===== config.mk =====
export PLATFORM = sky130hd
export DESIGN_NAME = vncps_div
export DESIGN_NICKNAME = d
export VERILOG_FILES = /design/src/vncps_pkg.sv /design/src/vncps_div.sv
export SDC_FILE = /design/constraint.sdc
export NUM_CORES = 1
export LEC_CHECK = 0
export ABC_AREA = 0
export BUFFER_PORTS_ARGS = -buffer_cell sky130_fd_sc_hd__buf_2
export CORE_UTILIZATION = 35
export DETAILED_ROUTE_END_ITERATION = 12
export MAX_ROUTING_LAYER = met4
export PLACE_DENSITY = 0.58
export SYNTH_ARGS = -nofsm -noshare
export SYNTH_HDL_FRONTEND = slang
export SYNTH_SLANG_ARGS = --single-unit

===== constraint.sdc =====
create_clock -name clk -period 3 [get_ports clk]
set_clock_uncertainty 0.15 [all_clocks]
set_input_delay 0.45 -clock clk [delete_from_list [all_inputs] [get_ports clk]]
set_output_delay 0.45 -clock clk [all_outputs]
set_load 0.02 [all_outputs]

===== src/vncps_pkg.sv =====
// Package for the voxel nearest-center point selector.
// Holds transaction payload types, action and register codes, and the control FSM type.
// No dependencies; used by vncps_div, the top level and the testbench.
package vncps_pkg;

  // Action codes of an input transaction.
  localparam logic [1:0] ACT_INSERT  = 2'd0;
  localparam logic [1:0] ACT_READ    = 2'd1;
  localparam logic [1:0] ACT_CLEAR   = 2'd2;
  localparam logic [1:0] ACT_IGNORED = 2'd3;

  // Configuration register indexes.
  localparam logic [2:0] CFG_BASE_X      = 3'd0;
  localparam logic [2:0] CFG_BASE_Y      = 3'd1;
  localparam logic [2:0] CFG_BASE_Z      = 3'd2;
  localparam logic [2:0] CFG_CELL_LENGTH = 3'd3;
  localparam logic [2:0] CFG_CELLS_X     = 3'd4;
  localparam logic [2:0] CFG_CELLS_Y     = 3'd5;
  localparam logic [2:0] CFG_CELLS_Z     = 3'd6;

  // Input transaction payload.
  typedef struct packed {
    logic [1:0]         action;
    logic signed [31:0] point_x;
    logic signed [31:0] point_y;
    logic signed [31:0] point_z;
    logic [31:0]        point_payload;
    logic [11:0]        read_cell;
  } in_item_t;

  // Output transaction payload.
  typedef struct packed {
    logic               cell_occupied;
    logic signed [31:0] out_x;
    logic signed [31:0] out_y;
    logic signed [31:0] out_z;
    logic [31:0]        out_payload;
    logic [11:0]        out_cell;
  } out_item_t;

  // Control of one divider lane.
  typedef struct packed {
    logic start;
    logic step;
  } div_ctrl_t;

  // Sequencer states.
  typedef enum logic [3:0] {
    S_CLEAR,
    S_IDLE,
    S_READ,
    S_DIV,
    S_CELL1,
    S_CELL2,
    S_CELL3,
    S_SQ,
    S_SUM,
    S_CMP,
    S_SPILL
  } state_t;

endpackage


===== src/vncps_div.sv =====
// Restoring divider lane: 32-bit unsigned dividend by 31-bit divisor, one bit per step.
// Depends on vncps_pkg for the control struct.
module vncps_div (
  input  logic                clk,
  input  vncps_pkg::div_ctrl_t ctrl,
  input  logic [31:0]         dividend,
  input  logic [30:0]         divisor,
  output logic [31:0]         quotient
);

  logic [30:0] rem;
  logic [31:0] quo;
  logic [31:0] trial;
  logic        ge;

  // Trial subtraction of one quotient bit.
  assign trial = {rem, quo[31]};
  assign ge    = trial >= {1'b0, divisor};

  // Load on start, then shift one dividend bit in per step.
  always_ff @(posedge clk) begin
    if (ctrl.start) begin
      rem <= '0;
      quo <= dividend;
    end else if (ctrl.step) begin
      rem <= ge ? 31'(trial - {1'b0, divisor}) : trial[30:0];
      quo <= {quo[30:0], ge};
    end
  end

  assign quotient = quo;

endmodule


Word-level counts from Yosys, hierarchy flattened --
Cells that the tools add are included.
Cells by class: order comparisons 1, reduce and logical (&&, ||, !) cells 1, add/subtract/negate cells 1, mux-type cells 3
Operators by type and width (count):
- 2-to-1 mux 32 bit | 2
- greater-or-equal comparator 32 x 31 -> 1 bit | 1
- 2-to-1 mux 31 bit | 1
- subtractor 31 bit | 1
- nonzero test 2 bit | 1
Word-level totals: input port bits 66, output and inout bits 32, register bits 63, word-level logic and storage cells 8

Logic depth before layout (Yosys ltp) --
depth in word-level cells 3, mapped depth 15, mapped depth without buffers 13

Worst setup path before layout --
OpenSTA, ideal clock, no wires.
path type register to register, start point reg quo[31], in the netlist quotient[31], end point reg rem[30], setup time 0.117 ns, arrival 2.902 ns, stages on the path, launching flop included 14, period minus slack after synthesis 3.170 ns, path slack -0.170 ns, buffers on the path 0, required time 2.733 ns, cells stage by stage edfxtp_1 > inv_1 > ha_1 > fa_1 > nor2b_1 > o21ai_1 > a21boi_2 > o311ai_1 > a31oi_1 > nor4_1 > o21ai_2 > inv_2 > o41a_1 > a32o_1
On the way: cells in the longest elaborated chain, start to end 2, elaborated cells on any way between the ends 3, those cells by class add/sub: 1; order compare: 1; mux: 1
Ends and longest elaborated chain:
- start, declared | line vncps_div.sv:12 | logic [31:0] quo;
- start signal, assigned | line vncps_div.sv:24 | quo <= dividend;
- start signal, assigned | line vncps_div.sv:27 | quo <= {quo[30:0], ge};
- subtractor 31 bit / greater-or-equal comparator 32 x 31 -> 1 bit (equally long branches) | line vncps_div.sv:26, vncps_div.sv:18
- 2-to-1 mux 31 bit * | line vncps_div.sv:26 | rem <= ge ? 31'(trial - {1'b0, divisor}) : trial[30:0];
- end signal, assigned | line vncps_div.sv:26
- end, declared | line vncps_div.sv:11 | logic [30:0] rem;
Mark *: on every way between the ends. The rest lies on a longest branch, timed or not. A chain may end at the register's enable or synchronous reset.

Worst setup path in the final report --
start point reg rem[13], end point reg rem[29]
On the way: cells in the longest elaborated chain, start to end 2, elaborated cells on any way between the ends 3, those cells by class add/sub: 1; order compare: 1; mux: 1
Ends and longest elaborated chain (line):
- subtractor 31 bit / greater-or-equal comparator 32 x 31 -> 1 bit (equally long branches) | vncps_div.sv:26, vncps_div.sv:18
- 2-to-1 mux 31 bit * | vncps_div.sv:26
Marked as above.

==> qor.log <==
qor: status.status complete, no violations
qor: floorplan.floorplan.initialDensity 0.366
qor: flow_run.cap_viol_max_count 0
qor: timing.fin_crit_sh 0.996
qor: placed_design.dpl.hpwl 9050 um
qor: cells_and_area.layout.filler_cells 1,204
qor: grt.antenna_found_initial 0
qor: pwr.net_switching_share_of_the_total_power 0.326
qor: hold_path.holdPathStages 2
qor: placed_design.numPortBuffers 97
qor: timing.worst_pin_slew 0.625 ns
qor: worst_setup_path.crit_path_max_fanout 4
qor: floorplan.rows 40
qor: cells_and_area.final_core_utilization 0.509
qor: yosys.post_synth_inst_count 495
qor: timing.final_setup_violating_endpoints 0
qor: hold_path.min_to quotient[4]$_DFFE_PP_
qor: pwr.p_leak 2.80 nW
qor: grt.pin_count_of_the_biggest_net_entering_global_routing 45
qor: timing.max_transition_viols_final 0
qor: placed_design.numPlacedInstances 800
qor: yosys.synthesis.yosys.warnings 0
qor: cells_and_area.layout-area-overhead-vs-synth 39.0%
qor: cells_and_area.highest_count_cells_in_the_layout_ignoring_fill_and_taps sky130_fd_sc_hd__buf_2 (97), sky130_fd_sc_hd__buf_4 (70), sky130_fd_sc_hd__nand2_1 (53)
qor: yosys.synth_area 0.00447 mm^2
qor: clock_network.cts-hold-fix-buffers 0
qor: clock_network.clock_sink_count 63
qor: worst_setup_path.worstRegToRegCells 12
qor: worst_setup_path.r2r_end rem[29]$_SDFFE_PP0P_
qor: yosys.synth.net_count 593
qor: placed_design.gp_congestion 0.870
qor: grt.grt_pass1_vias 4,186
qor: timing.min_period 2.99 ns
qor: floorplan.io_pins 98
qor: yosys.synthArstFlopShare 0
qor: clock_network.worst_skew_pair_later_pin_latency 0.34 ns
qor: pwr.clkPwrFrac 0.325
qor: worst_setup_path.critical_path_class reg -> reg
qor: worst_setup_path.worst_r2r_startpoint rem[13]$_SDFFE_PP0P_
qor: worst_setup_path.crit_buf_inv 1
qor: routing.top_signal_layer_used met4
qor: floorplan.coreArea 0.0122 mm^2
qor: pwr.power.sequential.fraction 0.325
qor: floorplan.die_area 0.0132 mm^2
qor: clock_network.root_buffer sky130_fd_sc_hd__clkbuf_16
qor: clock_network.cts_made_buffers 9
qor: routing.met2_length 6150 um
qor: routing.postRouteAntennaNets 0
qor: worst_setup_path.r2r_slack 0.01 ns
qor: worst_setup_path.worstSetupStartpointType flip-flop
qor: grt.overflow 0
qor: routing.routedLengthMet1 5610 um
qor: floorplan.die_width 115 um
qor: routing.drcViolationCount 0
qor: grt.grt_first_pass_wirelength 19,900 um
qor: clock_network.clockBufferDepth 2
qor: yosys.ys.flop_type sky130_fd_sc_hd__edfxtp_1
qor: placed_design.pre_cts_ws -0.254 ns
qor: routing.dr_wl_met3 434 um
qor: yosys.synth_edf_count 32
qor: worst_setup_path.timing.critical_path.slowest_stage_cell sky130_fd_sc_hd__dfxtp_1
qor: worst_setup_path.cp-end-kind flip-flop
qor: clock_network.htree_num_levels 3
qor: pwr.netSwitchingPower 0.00107 W
qor: routing.via_count 4,163
qor: cells_and_area.num_antenna_cells 0
qor: grt.globalRouteTotalUtil 0.198
qor: yosys.synth.avg_cell_area 9.03 um^2
qor: worst_setup_path.worstPathRequired 3.11 ns
qor: clock_network.clk_pin_slew_worst_paths 0.06 ns
qor: yosys.ys_types 59
qor: clock_network.tritoncts built
qor: hold_path.hp-start dividend[4]
qor: worst_setup_path.cp_cell_sequence ha_4 > and4_1 > nand3_2 > o32ai_2 > a211oi_2 > buf_4 > o31ai_4 > a31oi_4 > o21ai_2 > a21oi_2 > mux2_4 > a311oi_2
qor: timing.final_hold_viol_count 0
qor: worst_setup_path.worst_ep_arrival_time 3.09 ns
qor: pwr.comb_power_share 0.350
qor: cells_and_area.drive_gt1_frac 0.417
qor: routing.drt_pre_antenna_iters 4
qor: cells_and_area.number_of_nets_at_the_end_of_the_flow 752
qor: yosys.synth_seq_cells 63
qor: pwr.cell_area_power_density 528 mW/mm^2
qor: routing.drt_iter0_drc 172
qor: pwr.design_power_total 0.00328 W
qor: timing.setup-tns-final 0 ns
qor: timing.setup_ws 0.0122 ns
qor: pwr.internal_power 0.00221 W
qor: pwr.irDropWorstVdd 0.258 mV
qor: worst_setup_path.critical-path-max-stage-delay 0.34 ns
qor: worst_setup_path.critical-path-top-delay-family compound AO/OA/AOI/OAI gates
qor: timing.grt_setup_unrepaired yes
qor: timing.headroom_to_the_max_slew_limit 0.583
qor: hold_path.timing.hold.worst.class in -> reg
qor: yosys.seq_area_frac_synth 0.354
qor: floorplan.die_h 115 um
qor: routing.detail_route.wirelength 12,400 um
qor: routing.viasPerCell 5.03
qor: cells_and_area.layout.cells.most_common sky130_fd_sc_hd__buf_2
qor: routing.avgRoutedWirePerCell 15.0 um
qor: cells_and_area.post_layout_nonfiller_instances 827
qor: timing.achievable-frequency 335 MHz
==> flip-flops by register name, summed over array words and instances, names as in the netlist <==
name and cells:
rem 31, quotient 32
==> routing by layer <==
metal / vias up / global-route usage
met5: - / -
met4: 0 / 0.0797
met3: 20 / 0.0343
met2: 84 / 0.314
met1: 1957 / 0.250
li1: 2102 / -
==> final cells by class <==
cell class              instances  area (um^2)  area share
multi-input cells             361         2820       0.453
flip-flops and latches         63         1580       0.255
repair buffers                176         1150       0.185
clock buffers                   9          225      0.0362
well taps                     168          210      0.0338
inverters                      43          161      0.0260
clock inverters                 7         71.3      0.0115
==> power groups by stage <==
stage	Clock (W)	Combinational, W	Sequential, W
2_1_floorplan	0	0.000596	0.00113
3_3_place_gp	0	0.000993	0.00108
3_5_place_dp	0	0.00101	0.00108
4_1_cts	0.00108	0.00103	0.00106
5_1_grt	0.00113	0.00125	0.00108
6_report	0.00107	0.00115	0.00107
==> cells in the mapped netlist, drive strengths merged (7+ instances only) <==
cell type   n  area (um^2)
o21ai      28          148
a21o       15          113
nand2      59          221
ha         31          388
a211oi      9         72.6
nand4       8         50.1
buf        12         70.1
a311oi     13          120
inv        43          161
clkbuf     16         60.1
a21oi      25          129
xnor2      11         96.3
mux2i       8         80.1
nand3      13         70.1
xor2       12          105
mux2       36          409
nor2b       7         43.8
nor2       34          128
edfxtp     32          961
a31oi       9         62.6
dfxtp      31          621
==> worst max-delay path by stage <==
stage                                start                   end  slack [ns]  cells after the start
floorplan           quotient[31]$_DFFE_PP_  rem[30]$_SDFFE_PP0P_       -0.05                     13
global placement               divisor[10]  rem[29]$_SDFFE_PP0P_       -0.24                     14
detailed placement             divisor[10]  rem[29]$_SDFFE_PP0P_       -0.25                     14
CTS                 quotient[31]$_DFFE_PP_  rem[30]$_SDFFE_PP0P_      -0.004                     12
global route           rem[1]$_SDFFE_PP0P_  rem[29]$_SDFFE_PP0P_       -0.16                     13
finish                rem[13]$_SDFFE_PP0P_  rem[29]$_SDFFE_PP0P_        0.01                     12
==> per-stage QoR <==
stage / instance area (um^2) / hold WS, ns
finish: 6220 / 0.258
global route: 6220 / 0.254
CTS: 5920 / 0.252
detailed placement: 5560 / 0.310
global placement: 5560 / 0.307
floorplan: 4510 / 0.290
==> kinds of logic after synthesis <==
logic type	after synthesis	share of synthesized area
AOI/OAI and AO/OA	123	0.194
xor gates and xnor gates	23	0.0450
adders and majority gates	32	0.0912
buffers and inverters	71	0.0652
DFF	63	0.354
muxes	44	0.109
and+or+nand+nor	139	0.142
==> worst register-to-register path, cell delays in order (launching register included) <==
cell and delay (ns):
sky130_fd_sc_hd__dfxtp_1 0.34, sky130_fd_sc_hd__ha_4 0.29, sky130_fd_sc_hd__and4_1 0.22, sky130_fd_sc_hd__nand3_2 0.11
sky130_fd_sc_hd__o32ai_2 0.31, sky130_fd_sc_hd__a211oi_2 0.08, sky130_fd_sc_hd__buf_4 0.16, sky130_fd_sc_hd__o31ai_4 0.27
sky130_fd_sc_hd__a31oi_4 0.14, sky130_fd_sc_hd__o21ai_2 0.19, sky130_fd_sc_hd__a21oi_2 0.09, sky130_fd_sc_hd__mux2_4 0.31
sky130_fd_sc_hd__a311oi_2 0.24
==> repair_timing <==
item / CTS / global route
pin swaps: 9 / 23
setup buffers: 3 / 6
gates cloned: 0 / 3
gates resized for setup: 7 / 42
endpoints found under the setup margin: 8 / 30
No activity file was read; power rests on OpenSTA's default activity.
